`src/rtl/fdec_pkg.sv`:
```
// Shared types, constants and coefficient table for the 2:1 decimating FIR.
// No dependencies; imported by fir_decimate_by_two_core.
package fdec_pkg;

    localparam int SAMPLE_W    = 16;
    localparam int COEF_W      = 16;
    localparam int PROD_W      = SAMPLE_W + COEF_W;
    localparam int ACC_W       = 36;
    localparam int FRAC_BITS   = 15;
    localparam int COEF_COUNT  = 31;
    localparam int COEF_IDX_W  = 6;
    localparam int SHIFTED_W   = ACC_W - FRAC_BITS;

    localparam logic signed [ACC_W-1:0] ROUND_BIAS = ACC_W'(1 << (FRAC_BITS - 1));

    localparam logic signed [COEF_W-1:0] LOWPASS_Q15 [COEF_COUNT] = '{
        -16'sd9,    16'sd65,    16'sd33,    -16'sd132,  -16'sd112,  16'sd261,
        16'sd305,   -16'sd438,  -16'sd691,  16'sd635,   16'sd1429,  -16'sd813,
        -16'sd3041, 16'sd937,   16'sd10266, 16'sd15378, 16'sd10266, 16'sd937,
        -16'sd3041, -16'sd813,  16'sd1429,  16'sd635,   -16'sd691,  -16'sd438,
        16'sd305,   16'sd261,   -16'sd112,  -16'sd132,  16'sd33,    16'sd65,
        -16'sd9
    };

    typedef enum logic [1:0] {
        ST_IDLE,
        ST_MAC,
        ST_DRAIN,
        ST_FINISH
    } fdec_state_t;

    // Taps beyond the table get a zero coefficient.
    function automatic logic signed [COEF_W-1:0] coef_at(input logic [COEF_IDX_W-1:0] idx);
        logic signed [COEF_W-1:0] c;
        c = '0;
        if (idx < COEF_IDX_W'(COEF_COUNT)) begin
            c = LOWPASS_Q15[idx[4:0]];
        end
        return c;
    endfunction

endpackage

```
`src/rtl/fdec_ram.sv`:
```
// Generic simple dual-port RAM: one write port, one read port, registered read.
// No dependencies.
module fdec_ram #(
    parameter int WIDTH = 16,
    parameter int DEPTH = 31
) (
    input  logic                     aclk,
    input  logic                     we,
    input  logic [$clog2(DEPTH)-1:0] waddr,
    input  logic [WIDTH-1:0]         wdata,
    input  logic [$clog2(DEPTH)-1:0] raddr,
    output logic [WIDTH-1:0]         rdata
);

    logic [WIDTH-1:0] mem [DEPTH];
    logic [WIDTH-1:0] rdata_reg;

    always_ff @(posedge aclk) begin
        if (we) begin
            mem[waddr] <= wdata;
        end
        rdata_reg <= mem[raddr];
    end

    assign rdata = rdata_reg;

endmodule

```
`src/rtl/fir_decimate_by_two_core.sv`:
```
// Top level of the 2:1 decimating 31-tap Q15 low-pass FIR.
// Depends on fdec_pkg (types, coefficients) and fdec_ram (delay line storage).

// One signed 16-bit sample per input item goes into a circular delay line of
// TAP_COUNT entries held in a RAM. Every other item (the first after reset,
// then every second one) produces one output item: the delay line, newest
// first, is run through a single shared 16x16 multiplier and a 36-bit
// accumulator, one tap per cycle, then rounded (+2^14), shifted right by 15
// and saturated to 16 bits. A non-emitting item is taken with s_tready
// staying high. An emitting item holds s_tready low while the block makes
// TAP_COUNT read/multiply issues, drains the RAM-read and multiply
// registers, then rounds and loads the output register, a stretch set by
// the one RAM read port and the one multiplier. The result sits in an output
// register, so the next item is taken while it waits; if an earlier result
// is still untaken when a new one finishes, the block holds in its final
// step until m_tready frees the register. No clearing pass follows reset:
// a fill count marks which delay-line entries were written since reset, and
// unwritten entries read as the first sample.
module fir_decimate_by_two_core
    import fdec_pkg::*;
#(
    parameter int TAP_COUNT = 31
) (
    input  logic                aclk,
    input  logic                aresetn,
    // input items
    input  logic                s_tvalid,
    output logic                s_tready,
    input  logic [15:0]         s_tdata,   // [15:0] sample_in
    // result items
    output logic                m_tvalid,
    input  logic                m_tready,
    output logic [15:0]         m_tdata    // [15:0] sample_out
);

    localparam int PTR_W  = $clog2(TAP_COUNT);
    localparam int FILL_W = $clog2(TAP_COUNT + 1);

    typedef struct packed {
        logic ready;    // idle, item may be taken
        logic issue;    // one tap read/coefficient issue this cycle
        logic finish;   // rounding result loads the output register
    } fdec_ctrl_t;

    fdec_state_t state_reg, state_next;
    fdec_ctrl_t  ctrl;

    logic                        s_accept;
    logic                        emit;

    logic [PTR_W-1:0]            wr_ptr_reg;
    logic [PTR_W-1:0]            rd_ptr_reg;
    logic [PTR_W-1:0]            tap_cnt_reg;
    logic [FILL_W-1:0]           fill_cnt_reg;
    logic                        skip_phase_reg;
    logic signed [SAMPLE_W-1:0]  first_reg;

    // MAC pipeline
    logic                        v1_reg, v2_reg;
    logic                        use_first_reg;
    logic signed [COEF_W-1:0]    coef_reg;
    logic signed [PROD_W-1:0]    prod_reg;
    logic signed [ACC_W-1:0]     acc_reg;
    logic [SAMPLE_W-1:0]         ram_rdata;
    logic signed [SAMPLE_W-1:0]  operand;

    // output stage
    logic                        m_tvalid_reg;
    logic [SAMPLE_W-1:0]         m_tdata_reg;
    logic                        out_free;
    logic signed [ACC_W-1:0]     rounded;
    logic signed [SHIFTED_W-1:0] shifted;
    logic [SAMPLE_W-1:0]         saturated;
    logic                        fits;

    assign s_accept = s_tvalid && ctrl.ready;
    assign emit     = !skip_phase_reg;
    assign out_free = !m_tvalid_reg || m_tready;

    // delay line storage; written on the accept edge
    fdec_ram #(
        .WIDTH (SAMPLE_W),
        .DEPTH (TAP_COUNT)
    ) u_hist (
        .aclk  (aclk),
        .we    (s_accept),
        .waddr (wr_ptr_reg),
        .wdata (s_tdata),
        .raddr (rd_ptr_reg),
        .rdata (ram_rdata)
    );

    // next state
    always_comb begin
        state_next = state_reg;
        case (state_reg)
            ST_IDLE: begin
                if (s_tvalid && emit) begin
                    state_next = ST_MAC;
                end
            end
            ST_MAC: begin
                if (tap_cnt_reg == PTR_W'(TAP_COUNT - 1)) begin
                    state_next = ST_DRAIN;
                end
            end
            ST_DRAIN: begin
                if (!v1_reg && !v2_reg) begin
                    state_next = ST_FINISH;
                end
            end
            ST_FINISH: begin
                if (out_free) begin
                    state_next = ST_IDLE;
                end
            end
            default: state_next = ST_IDLE;
        endcase
    end

    // control outputs
    always_comb begin
        ctrl = '0;
        case (state_reg)
            ST_IDLE:   ctrl.ready  = 1'b1;
            ST_MAC:    ctrl.issue  = 1'b1;
            ST_DRAIN:  ctrl = '0;
            ST_FINISH: ctrl.finish = out_free;
            default:   ctrl = '0;
        endcase
    end

    // entries not yet written since reset read as the first sample
    assign operand = use_first_reg ? first_reg : $signed(ram_rdata);

    // round half up, floor shift, saturate
    assign rounded   = acc_reg + ROUND_BIAS;
    assign shifted   = SHIFTED_W'(rounded >>> FRAC_BITS);
    assign fits      = (shifted[SHIFTED_W-1:SAMPLE_W-1] == '0) ||
                       (shifted[SHIFTED_W-1:SAMPLE_W-1] == '1);
    always_comb begin
        if (fits) begin
            saturated = shifted[SAMPLE_W-1:0];
        end else if (shifted[SHIFTED_W-1]) begin
            saturated = {1'b1, {(SAMPLE_W-1){1'b0}}};
        end else begin
            saturated = {1'b0, {(SAMPLE_W-1){1'b1}}};
        end
    end

    // control registers
    always_ff @(posedge aclk) begin
        if (!aresetn) begin
            state_reg      <= ST_IDLE;
            wr_ptr_reg     <= '0;
            fill_cnt_reg   <= '0;
            skip_phase_reg <= 1'b0;
            v1_reg         <= 1'b0;
            v2_reg         <= 1'b0;
            m_tvalid_reg   <= 1'b0;
        end else begin
            state_reg <= state_next;
            v1_reg    <= ctrl.issue;
            v2_reg    <= v1_reg;
            if (s_accept) begin
                skip_phase_reg <= !skip_phase_reg;
                wr_ptr_reg     <= (wr_ptr_reg == PTR_W'(TAP_COUNT - 1)) ?
                                  '0 : wr_ptr_reg + 1'b1;
                if (fill_cnt_reg != FILL_W'(TAP_COUNT)) begin
                    fill_cnt_reg <= fill_cnt_reg + 1'b1;
                end
            end
            if (ctrl.finish) begin
                m_tvalid_reg <= 1'b1;
            end else if (m_tready) begin
                m_tvalid_reg <= 1'b0;
            end
        end
    end

    // datapath registers
    always_ff @(posedge aclk) begin
        if (s_accept) begin
            rd_ptr_reg  <= wr_ptr_reg;
            tap_cnt_reg <= '0;
            acc_reg     <= '0;
            if (fill_cnt_reg == '0) begin
                first_reg <= $signed(s_tdata);
            end
        end
        if (ctrl.issue) begin
            rd_ptr_reg    <= (rd_ptr_reg == '0) ? PTR_W'(TAP_COUNT - 1) : rd_ptr_reg - 1'b1;
            tap_cnt_reg   <= tap_cnt_reg + 1'b1;
            coef_reg      <= coef_at(COEF_IDX_W'(tap_cnt_reg));
            use_first_reg <= (FILL_W'(rd_ptr_reg) >= fill_cnt_reg);
        end
        if (v1_reg) begin
            prod_reg <= operand * coef_reg;
        end
        if (v2_reg) begin
            acc_reg <= acc_reg + ACC_W'(prod_reg);
        end
        if (ctrl.finish) begin
            m_tdata_reg <= saturated;
        end
    end

    assign s_tready = ctrl.ready;
    assign m_tvalid = m_tvalid_reg;
    assign m_tdata  = m_tdata_reg;

endmodule

```
`config.mk`:
```
export PLATFORM = sky130hd
export DESIGN_NAME = fir_decimate_by_two_core
export DESIGN_NICKNAME = d
export VERILOG_FILES = /design/src/rtl/fdec_pkg.sv /design/src/rtl/fdec_ram.sv /design/src/rtl/fir_decimate_by_two_core.sv
export SDC_FILE = /design/constraint.sdc
export NUM_CORES = 1
export LEC_CHECK = 0
export BUFFER_PORTS_ARGS = -buffer_cell sky130_fd_sc_hd__clkbuf_2
export CORE_UTILIZATION = 30
export DETAILED_ROUTE_END_ITERATION = 8
export SKIP_CTS_REPAIR_TIMING = 1
export SLEW_MARGIN = 0
export SYNTH_ARGS = -nofsm -noshare
export SYNTH_HDL_FRONTEND = slang
export SYNTH_HIERARCHICAL = 1
export SYNTH_SLANG_ARGS = --single-unit
```
`constraint.sdc`:
```
create_clock -name aclk -period 19.09 [get_ports aclk]
set_clock_uncertainty 0.15 [all_clocks]
set_input_delay 3.818 -clock aclk [delete_from_list [all_inputs] [get_ports aclk]]
set_output_delay 3.818 -clock aclk [all_outputs]
set_load 0.05 [all_outputs]
```
# Word level (Yosys, flattened, before mapping)
# Memories as Yosys holds them, arrays and structs flattened. A register that Yosys moved wholly into a read port is not among the register bits.
# Index checks and enable logic that the tools add are counted.
dict set report classes {
  eq_ne 11
  add_sub_neg 6
  n_mul 1
  bitwise_logic 1
  n_mux 23
  n_lt_le_gt_ge 2
  n_reduce_logical 20
}
# op count
set ops {}
lappend ops {{36-bit two-way mux} 2}
lappend ops {{16-bit two-way mux} 3}
lappend ops {{36-bit by 16-bit adder with 36-bit output (second input constant)} 1}
lappend ops {{36-bit by 32-bit adder with 36-bit output} 1}
lappend ops {{16-bit by 16-bit multiplier with 32-bit output} 1}
lappend ops {{5-bit two-way mux} 6}
lappend ops {{5-bit by 1-bit adder with 5-bit output (second input constant)} 3}
lappend ops {{5-bit == test (second input constant)} 2}
lappend ops {{5-bit zero test} 2}
lappend ops {{2-bit two-way mux} 4}
lappend ops {{2-bit inequality test (second input constant)} 4}
lappend ops {{2-bit case mux with 4 select lines} 1}
lappend ops {{1-bit two-way mux} 7}
lappend ops {{6-bit == test (second input constant)} 1}
lappend ops {{6-bit zero test} 1}
lappend ops {{5-bit inverter with 6-bit output} 1}
lappend ops {{2-bit nonzero test} 3}
lappend ops {{5-bit >= comparator} 1}
lappend ops {{1-bit zero test} 5}
lappend ops {{5-bit less-than comparator (second input constant)} 1}
lappend ops {{5-bit inequality test (second input constant)} 1}
lappend ops {{5-bit by 1-bit subtractor with 5-bit output (second input constant)} 1}
lappend ops {{2-bit == test (second input constant)} 2}
lappend ops {{2-bit AND reduction} 2}
lappend ops {{5 further kinds} 8}
dict set report totals {
  reg_bits 127
  n_memories 2
  mem_bits_rw 496
  mem_bits_ro 512
  word_cells 80
}
# name words width rd rd_clocked_by_memory_dff wr line_no
set mem_list {}
lappend mem_list {{(name not given)} 32 16 1 1 0 fdec_pkg.sv:37} ;# c = LOWPASS_Q15[idx[4:0]];
lappend mem_list {u_hist.mem 31 16 1 1 1 fdec_ram.sv:15} ;# logic [WIDTH-1:0] mem [DEPTH];

# Depth between registers and ports, before layout
# Gate-level depths: netlist (run 1).
dict set report depth {
  depth_word 5
  mapped_depth 26
  mapped_depth_nobuf 24
}

# By module
# The synthesis (run 1) kept the hierarchy.
# mod seq_area_each_um2 area_per_inst_um2 n_inst cells_per_inst
set modules_own_cells {}
lappend modules_own_cells {fdec_ram 15214.6 19553.8 1 933}
lappend modules_own_cells {fir_decimate_by_two_core 4103.9 18018.5 1 1849}

# Worst setup path before layout (run 1)
# OpenSTA, ideal clock, no wires.
dict set report synth_timing {
  path_kind {reg2reg}
  startpoint {reg use_first_reg}
  endpoint {reg prod_reg[29], data pin}
  required_ps 18678
  period_less_slack_ps 7031
  path_slack_ps 12059
  path_stages_with_launch 27
  setup_ps 262
  arrival_ps 6619
  path_buffers 3
  cell_sequence {edfxtp_1 > clkbuf_1 > buf_1 > mux2_2 > clkbuf_1 > nand2_1 > fa_1 > inv_1 > fa_1 > inv_1 > fa_1 > inv_1 > fa_1 > fa_1 > inv_1 > fa_1 > inv_1 > ha_1 > o21a_1 > o21ai_1 > a2bb2oi_1 > inv_1 > o31ai_1 > o21ai_1 > a21oi_1 > o21bai_1 > xor2_1}
}
dict set report synth_via {
  elab_chain_cells 2
}
# item line_no
set synth_lines {}
lappend synth_lines {{from (decl)} fir_decimate_by_two_core.sv:60} ;# logic use_first_reg;
lappend synth_lines {{from (signal assigned)} fir_decimate_by_two_core.sv:195} ;# use_first_reg <= (FILL_W'(rd_ptr_reg) >= fill_cnt_reg);
lappend synth_lines {{16-bit two-way mux} fir_decimate_by_two_core.sv:134} ;# assign operand = use_first_reg ? first_reg : $signed(ram_rdata);
lappend synth_lines {{16-bit by 16-bit multiplier with 32-bit output} fir_decimate_by_two_core.sv:198} ;# prod_reg <= operand * coef_reg;
lappend synth_lines {{to (signal assigned)} fir_decimate_by_two_core.sv:198}
lappend synth_lines {{to (decl)} fir_decimate_by_two_core.sv:62} ;# logic signed [PROD_W-1:0] prod_reg;
# Every way passes these cells.
# A chain may end at the register's enable or synchronous reset.

# Worst setup path in the final report (run 1)
# Ends and elaborated chain as after synthesis.

==> insert_results.sql, run 1 <==
INSERT INTO impl_metrics (metric_group, metric, value, unit) VALUES
('run_status', 'status', 'complete, but fails checks', ''),
('run_status', 'violations', 'design-rule violations', ''),
('critical_path', 'end_kind', 'flip-flop', ''),
('sta', 'finalSetupTns', '0', 'ns'),
('critical_path', 'worst_r2r_startpoint', 'use_first_reg', ''),
('critical_path', 'timing.critical_path.cells', 'mux2_2, nand2_1, inv_1, fa_1, fa_1, inv_1, fa_1, fa_1, fa_1, fa_1, inv_1, ha_1, a21o_1, a21o_1, a21o_1, a21o_1, a21o_1, a21o_1, a21oi_1, o21bai_1, xor2_1', ''),
('layout', 'fraction_of_final_layout_cells_with_drive_strength_greater_than_1', '12.0', '%'),
('detailed_routing', 'finalWirelength', '83.4', 'mm'),
('floorplan', 'die_ar', '0.127', 'mm^2'),
('critical_path', 'timing.critical_path.slowest_stage_cell', 'sky130_fd_sc_hd__edfxtp_1', ''),
('clock_network', 'insertion_delay', '0.65', 'ns'),
('floorplan', 'ioPinCount', '38', ''),
('sta', 'timing.final.crit_share', '39.3', '%'),
('detailed_routing', 'post_drt_wl_per_cell', '18.4', 'um'),
('logic_synthesis', 'netlist-cell-type-count', '86', ''),
('clock_network', 'clkSlewWorstSetupHoldPaths', '0.06', 'ns'),
('floorplan', 'fp.dieW', '356', 'um'),
('critical_path', 'critPathMaxStageDelay', '0.86', 'ns'),
('sta', 'timing.max_slew.rel_slack', '26.2', '%'),
('logic_synthesis', 'async_flop_share', '0', '%'),
('placed_design', 'routabilityCongestion', '0.851', ''),
('layout', 'finish.utilization', '33.8', '%'),
('sta', 'maxSlewViolCount', '0', ''),
('clock_network', 'cts_max_path_buffers', '3', ''),
('critical_path', 'critical_path_depth', '21', ''),
('layout', 'nets', '3256', ''),
('global_route', 'vias_in_the_first_global_route', '22184', ''),
('logic_synthesis', 'yosys_warnings', '6', ''),
('critical_path', 'cp_launch_point', 'use_first_reg', ''),
('global_route', 'grt_usage', '13.2', '%'),
('sta', 'final-hold-violation-count', '0', ''),
('critical_path', 'cpLargestDelayFamily', 'adder cells', ''),
('critical_path', 'worstPathArrival', '7.74', 'ns'),
('critical_path', 'critPathMaxFanout', '18', ''),
('logic_synthesis', 'syn_inst', '2782', ''),
('placed_design', 'detailed_place_hpwl', '57.1', 'mm'),
('floorplan', 'initial_utilization', '30.3', '%'),
('clock_network', 'clock_tree_from_tritoncts', 'built', ''),
('logic_synthesis', 'seq_area_frac_synth', '51.4', '%'),
('sta', 'clock.fmax', '133', 'MHz'),
('sta', 'tightestPinTransition', '1.10', 'ns'),
('detailed_routing', 'dr.first_iter.drc_count', '1500', ''),
('critical_path', 'timing.critical_path.from_type', 'flip-flop', ''),
('clock_network', 'cts.htree.levels', '3', ''),
('layout', 'area.growth.synth_to_final', '11.4', '%'),
('sta', 'setup_viol_count_final', '0', ''),
('floorplan', 'die_height', '356', 'um'),
('global_route', 'grt_first_pass_wirelength', '131', 'mm'),
('clock_network', 'cts_buffers', '70', ''),
('detailed_routing', 'dr_total_vias', '21604', ''),
('critical_path', 'critical_path.n_buffers_inverters', '3', ''),
('logic_synthesis', 'avgSynthCellArea', '13.5', 'um^2'),
('logic_synthesis', 'syn-num-nets', '3206', ''),
('layout', 'antenna_cells', '0', ''),
('sta', 'post-route-min-period', '7.51', 'ns'),
('floorplan', 'rows', '129', ''),
('detailed_routing', 'drc', '6', ''),
('critical_path', 'reg2regPathDepth', '21', ''),
('critical_path', 'critPathKind', 'reg2reg', ''),
('clock_network', 'root_buffer', 'sky130_fd_sc_hd__clkbuf_16', ''),
('hold_path', 'cell_count_of_the_worst_hold_path', '2', ''),
('sta', 'fin_worst_hold_slack', '0.372', 'ns'),
('global_route', 'grt-ovfl-total', '0', ''),
('detailed_routing', 'post_drt_via_cell_ratio', '4.77', ''),
('hold_path', 'worst_hold_path_type', 'reg2reg', ''),
('global_route', 'grt_start_max_net_pins', '107', ''),
('sta', 'grt_setup_unrepaired', 'false', ''),
('logic_synthesis', 'netlist_area', '0.0376', 'mm^2'),
('logic_synthesis', 'synth_flop_cell', 'sky130_fd_sc_hd__edfxtp_1', ''),
('logic_synthesis', 'number_of_flops_mapped_to_enable_cells_by_yosys', '622', ''),
('hold_path', 'min-delay-start', 'fill_cnt_reg[4]', ''),
('flow_run', 'cap_viol_max_count', '0', ''),
('floorplan', 'core-area', '0.124', 'mm^2'),
('clock_network', 'cts_num_sinks', '654', ''),
('detailed_routing', 'detail-route-antenna-nets', '0', ''),
('layout', 'number_of_flip_flops_under_the_largest_register_name', '496', ''),
('placed_design', 'io_buffer_count', '37', ''),
('detailed_routing', 'detail_route.first_pass.iterations', '9', ''),
('logic_synthesis', 'ys_ff_latch', '654', ''),
('global_route', 'initial_antenna_violation_count', '3', ''),
('critical_path', 'worst-endpoint-required', '19.32', 'ns');
tightest hold or removal path: stages, from the launching register on:
cell and delay (ns):
sky130_fd_sc_hd__dfxtp_1 0.33, sky130_fd_sc_hd__o21ai_0 0.07, sky130_fd_sc_hd__a21boi_0 0.07
final timing paths:
kind              slack [ns]         endpoint
setup reg to reg       11.58     prod_reg[29]
hold / removal          0.37  fill_cnt_reg[4]
setup / recovery       11.58     prod_reg[29]
hold reg to reg         0.37  fill_cnt_reg[4]
placed cells by master (no fill, tap or decap), types with 60 or more instances in the layout:
cell type and count:
sky130_fd_sc_hd__a21oi_1 74, sky130_fd_sc_hd__and2_1 119, sky130_fd_sc_hd__clkbuf_16 70, sky130_fd_sc_hd__edfxtp_1 622, sky130_fd_sc_hd__fa_1 264, sky130_fd_sc_hd__ha_1 140
sky130_fd_sc_hd__inv_1 319, sky130_fd_sc_hd__mux4_2 88, sky130_fd_sc_hd__nand2_1 228, sky130_fd_sc_hd__nor2_1 146, sky130_fd_sc_hd__xnor2_1 60
cell families (layout without fill, tap and decap cells):
family / after synthesis / in the layout / share of synthesized area [%]
muxes: 176 / 176 / 7.92
and+or+nand+nor: 681 / 681 / 8.78
DFF: 654 / 654 / 51.4
AOI/OAI and AO/OA: 348 / 348 / 6.20
xor gates and xnor gates: 89 / 89 / 2.07
buffers and inverters: 429 / 535 / 4.86
adders and majority gates: 405 / 405 / 18.8
stage by stage:
step	std cells	instance area, um^2	worst slack (ns)
after global placement	4397	39600	11.67
after global routing	4525	41900	11.28
after CTS	4525	41900	11.56
after floorplan	2782	37600	12.06
final	4525	41900	11.58
after detailed placement	4397	39600	11.59
cells in the mapped netlist, types with 47 or more instances:
| library cell | n | share of area (%) |
|---|---|---|
| sky130_fd_sc_hd__o21ai_0 | 55 | 0.73 |
| sky130_fd_sc_hd__inv_1 | 319 | 3.2 |
| sky130_fd_sc_hd__mux2i_1 | 47 | 1.3 |
| sky130_fd_sc_hd__xnor2_1 | 60 | 1.4 |
| sky130_fd_sc_hd__nand2_1 | 228 | 2.3 |
| sky130_fd_sc_hd__and2_1 | 119 | 2.0 |
| sky130_fd_sc_hd__ha_1 | 140 | 4.7 |
| sky130_fd_sc_hd__a21oi_1 | 74 | 0.99 |
| sky130_fd_sc_hd__edfxtp_1 | 622 | 50 |
| sky130_fd_sc_hd__nor2_1 | 146 | 1.5 |
| sky130_fd_sc_hd__fa_1 | 264 | 14 |
| sky130_fd_sc_hd__clkbuf_1 | 61 | 0.61 |
| sky130_fd_sc_hd__mux4_2 | 88 | 5.3 |
layer usage:
| metal | part of all wire, % | vias up | track usage (%) |
|---|---|---|---|
| li1 | - | 9951 | - |
| met1 | 46 | 11023 | 18.2 |
| met2 | 47 | 516 | 21.7 |
| met3 | 5.1 | 114 | 2.11 |
| met4 | 1.9 | 0 | 3.30 |
| met5 | 0 | - | 0 |
cell type report:
| type | instances | area (um^2) |
|---|---|---|
| clock buffer | 85 | 1840 |
| clock inverter | 43 | 459 |
| fill | 12158 | 82100 |
| inverter | 320 | 1200 |
| multi-input combinational | 1699 | 16400 |
| sequential | 654 | 19300 |
| tap | 1637 | 2050 |
| timing repair buffer | 87 | 573 |
Power of run 1 is not shown: default switching activity piles up to over one toggle a cycle in this logic, so the estimate is an artifact.
==> inputs of run 2 (changes only) <==
--- a/config.mk
+++ b/config.mk
@@ -5,6 +5,7 @@
 export SDC_FILE = /design/constraint.sdc
 export NUM_CORES = 1
 export LEC_CHECK = 0
+export ABC_AREA = 1
 export BUFFER_PORTS_ARGS = -buffer_cell sky130_fd_sc_hd__clkbuf_2
 export CORE_UTILIZATION = 30
 export DETAILED_ROUTE_END_ITERATION = 8
==> constraint.sdc (replaced) <==
create_clock -name aclk -period 7.7 [get_ports aclk]
set_clock_uncertainty 0.15 [all_clocks]
set_input_delay 1.54 -clock aclk [delete_from_list [all_inputs] [get_ports aclk]]
set_output_delay 1.54 -clock aclk [all_outputs]
set_load 0.05 [all_outputs]
==> run 2 against run 1 <==
The run now ends clean. Final area up 4.7%. First-iteration DRC count rose by 37%. Die area increased by 5.2%. Via count grew 29%. Cell count up 31%. Non-clock buffer count grew 18. Register-to-register slack lost 11 ns. Global-route usage is 2.6 points higher. Sequential share of layout area shrank 2.1 points. Wire length grew 26%. Synthesized area grew 5.3%. Highest routed layer unchanged.
==> insert_results.sql, run 2 <==
INSERT INTO impl_metrics (metric_group, metric, value, unit) VALUES
('floorplan', 'die_height', '365', 'um'),
('logic_synthesis', 'seq_area_frac_synth', '48.9', '%'),
('layout', 'leading_cell_types_in_the_layout_fill_and_taps_excluded', 'sky130_fd_sc_hd__nand2_1 (1,139), sky130_fd_sc_hd__edfxtp_1 (622), sky130_fd_sc_hd__inv_1 (485)', ''),
('clock_network', 'cts_num_sinks', '654', ''),
('layout', 'fraction_of_final_layout_cells_with_drive_strength_greater_than_1', '6.19', '%'),
('logic_synthesis', 'area_share_of_the_largest_cell_type_after_synthesis', '47.2', '%'),
('detailed_routing', 'finalWirelength', '105', 'mm'),
('clock_network', 'root_buffer', 'sky130_fd_sc_hd__clkbuf_16', ''),
('sta', 'post-route-min-period', '7.21', 'ns'),
('logic_synthesis', 'netlist_area', '0.0395', 'mm^2'),
('clock_network', 'clock_tree_from_tritoncts', 'built', ''),
('logic_synthesis', 'synthDominantAreaCellType', 'sky130_fd_sc_hd__edfxtp_1', ''),
('clock_network', 'cts.htree.levels', '3', ''),
('logic_synthesis', 'yosys_warnings', '6', ''),
('layout', 'nets', '4541', ''),
('detailed_routing', 'detail_route.first_pass.iterations', '5', ''),
('logic_synthesis', 'ys_top_cells_by_count', 'sky130_fd_sc_hd__nand2_1 (1,139), sky130_fd_sc_hd__edfxtp_1 (622), sky130_fd_sc_hd__inv_1 (485)', ''),
('floorplan', 'die_ar', '0.133', 'mm^2'),
('critical_path', 'critPathMaxFanout', '17', ''),
('critical_path', 'timing.critical_path.from_type', 'flip-flop', ''),
('global_route', 'initial_antenna_violation_count', '0', ''),
('sta', 'timing.max_slew.rel_slack', '27.4', '%'),
('critical_path', 'worstPathArrival', '7.39', 'ns'),
('detailed_routing', 'met2_length', '50.8', 'mm'),
('clock_network', 'clkSlewWorstSetupHoldPaths', '0.06', 'ns'),
('placed_design', 'routabilityCongestion', '0.931', ''),
('logic_synthesis', 'syn-num-nets', '4514', ''),
('layout', 'area.growth.synth_to_final', '10.8', '%'),
('logic_synthesis', 'ys_ff_latch', '654', ''),
('logic_synthesis', 'synth_flop_cell', 'sky130_fd_sc_hd__edfxtp_1', ''),
('global_route', 'grt_start_max_net_pins', '212', ''),
('detailed_routing', 'wl_met3', '5.12', 'mm'),
('logic_synthesis', 'number_of_flops_mapped_to_enable_cells_by_yosys', '622', ''),
('logic_synthesis', 'yosysMostFrequentCell', 'sky130_fd_sc_hd__nand2_1', ''),
('sta', 'final-hold-violation-count', '0', ''),
('global_route', 'grt_usage', '15.8', '%'),
('sta', 'setup_viol_count_final', '0', ''),
('clock_network', 'insertion_delay', '0.66', 'ns'),
('sta', 'clock.fmax', '139', 'MHz'),
('placed_design', 'detailed_place_hpwl', '71.5', 'mm'),
('floorplan', 'rows', '132', ''),
('hold_path', 'worst_hold_path_type', 'reg2reg', ''),
('layout', 'final_common_cell', 'sky130_fd_sc_hd__nand2_1', ''),
('detailed_routing', 'post_drt_via_cell_ratio', '4.71', ''),
('clock_network', 'cts_buffers', '68', ''),
('logic_synthesis', 'syn_inst', '4090', ''),
('global_route', 'grt_first_pass_wirelength', '162', 'mm'),
('run_status', 'status', 'completed', ''),
('layout', 'antenna_cells', '0', ''),
('placed_design', 'io_buffer_count', '37', ''),
('logic_synthesis', 'ys_top_cells_by_area', 'sky130_fd_sc_hd__edfxtp_1 (47%), sky130_fd_sc_hd__fa_1 (13%), sky130_fd_sc_hd__nand2_1 (11%)', ''),
('detailed_routing', 'detail-route-antenna-nets', '0', ''),
('logic_synthesis', 'netlist-cell-type-count', '49', ''),
('floorplan', 'core-area', '0.130', 'mm^2'),
('sta', 'maxSlewViolCount', '0', ''),
('sta', 'tightestPinTransition', '1.09', 'ns'),
('detailed_routing', 'drc', '0', ''),
('critical_path', 'worst-endpoint-required', '7.88', 'ns'),
('floorplan', 'fp.dieW', '365', 'um'),
('global_route', 'vias_in_the_first_global_route', '27720', ''),
('floorplan', 'ioPinCount', '38', ''),
('detailed_routing', 'dr.first_iter.drc_count', '2048', ''),
('layout', 'number_of_flip_flops_under_the_largest_register_name', '496', ''),
('logic_synthesis', 'avgSynthCellArea', '9.67', 'um^2'),
('detailed_routing', 'post_drt_wl_per_cell', '17.7', 'um'),
('sta', 'finalSetupTns', '0', 'ns'),
('sta', 'grt_setup_unrepaired', 'false', ''),
('critical_path', 'critPathKind', 'reg2reg', ''),
('logic_synthesis', 'async_flop_share', '0', '%'),
('flow_run', 'cap_viol_max_count', '0', ''),
('critical_path', 'end_kind', 'flip-flop', ''),
('global_route', 'grt-ovfl-total', '0', ''),
('detailed_routing', 'dr_total_vias', '27846', ''),
('sta', 'timing.final.crit_share', '93.7', '%'),
('detailed_routing', 'm1WireLength', '44.7', 'mm'),
('detailed_routing', 'topRoutingLayerUsed', 'met4', ''),
('floorplan', 'initial_utilization', '30.4', '%'),
('clock_network', 'cts_max_path_buffers', '3', '');
## run 2: cell count changes after synthesis, moves of 47 or more
| cell | before | now |
|---|---|---|
| sky130_fd_sc_hd__nand2_1 | 228 | 1139 |
| sky130_fd_sc_hd__nand3_1 | 39 | 463 |
| sky130_fd_sc_hd__nor2_1 | 146 | 385 |
| sky130_fd_sc_hd__inv_1 | 319 | 485 |
| sky130_fd_sc_hd__and2_1 | 119 | 0 |
| sky130_fd_sc_hd__mux4_2 | 88 | 0 |
| sky130_fd_sc_hd__a21oi_1 | 74 | 129 |
| sky130_fd_sc_hd__mux2i_1 | 47 | 0 |
## run 2: cell type report
cell class	count	area, um^2
clock inverter	43	454
sequential	654	19300
timing repair buffer	105	708
clock buffer	80	1770
multi-input combinational	2797	17500
fill	13364	86300
tap	1742	2180
inverter	491	1850
## run 2: stage by stage
step	hold WS, ns	cells	util (%)	worst slack (ns)	instance area (um^2)
2_1_floorplan	0.294	4090	-	1.49	39500
3_3_place_gp	0.311	5789	32.0	0.567	41600
3_5_place_dp	0.317	5789	32.0	0.490	41600
4_1_cts	0.325	5912	33.7	0.464	43800
5_1_grt	0.353	5912	33.7	0.0220	43800
6_report	0.321	5912	33.7	0.489	43800
## run 2: per-layer routing
metal  global-route usage [%]  vias to the layer above
li1                         -                    13411
met1                     20.0                    13471
met2                     27.2                      786
met3                     1.97                      178
met4                     6.67                        0
met5                        0                        -
## run 2: cells by family (layout without fill, tap and decap cells)
group | after synthesis | in the layout | share of synthesized area (%)
buffers and inverters | 639 | 719 | 6.78
and+or+nand+nor | 2072 | 2072 | 21.6
DFF | 654 | 654 | 48.9
AOI/OAI and AO/OA | 272 | 272 | 3.84
xor gates and xnor gates | 49 | 49 | 1.09
adders and majority gates | 404 | 404 | 17.8
## run 2: worst max-delay path, stage by stage, from the launching register on
cell                       delay (ns)
sky130_fd_sc_hd__edfxtp_1        0.36
sky130_fd_sc_hd__buf_4           0.20
sky130_fd_sc_hd__inv_1           0.30
sky130_fd_sc_hd__or2_2           0.17
sky130_fd_sc_hd__nand2_1         0.13
sky130_fd_sc_hd__inv_1           0.45
sky130_fd_sc_hd__nand2_1         0.15
sky130_fd_sc_hd__fa_1            0.56
sky130_fd_sc_hd__inv_1           0.06
sky130_fd_sc_hd__fa_1            0.51
sky130_fd_sc_hd__fa_1            0.57
sky130_fd_sc_hd__fa_1            0.45
sky130_fd_sc_hd__fa_1            0.49
sky130_fd_sc_hd__inv_1           0.05
sky130_fd_sc_hd__fa_1            0.47
sky130_fd_sc_hd__inv_1           0.04
sky130_fd_sc_hd__ha_1            0.35
sky130_fd_sc_hd__nand2_1         0.11
sky130_fd_sc_hd__nor2_1          0.11
sky130_fd_sc_hd__inv_1           0.09
sky130_fd_sc_hd__nor3_1          0.40
sky130_fd_sc_hd__nand3_1         0.12
sky130_fd_sc_hd__o211ai_1        0.42
sky130_fd_sc_hd__xor2_1          0.17
## run 2: final timing paths
path	from	end	slack, ns	cells past startpoint
min reg2reg	skip_phase_reg	skip_phase_reg	0.32	2
min	skip_phase_reg	skip_phase_reg	0.32	2
max reg2reg	use_first_reg	prod_reg[24]	0.49	23
max	use_first_reg	prod_reg[24]	0.49	23
Power of run 2 is left out for the same reason.
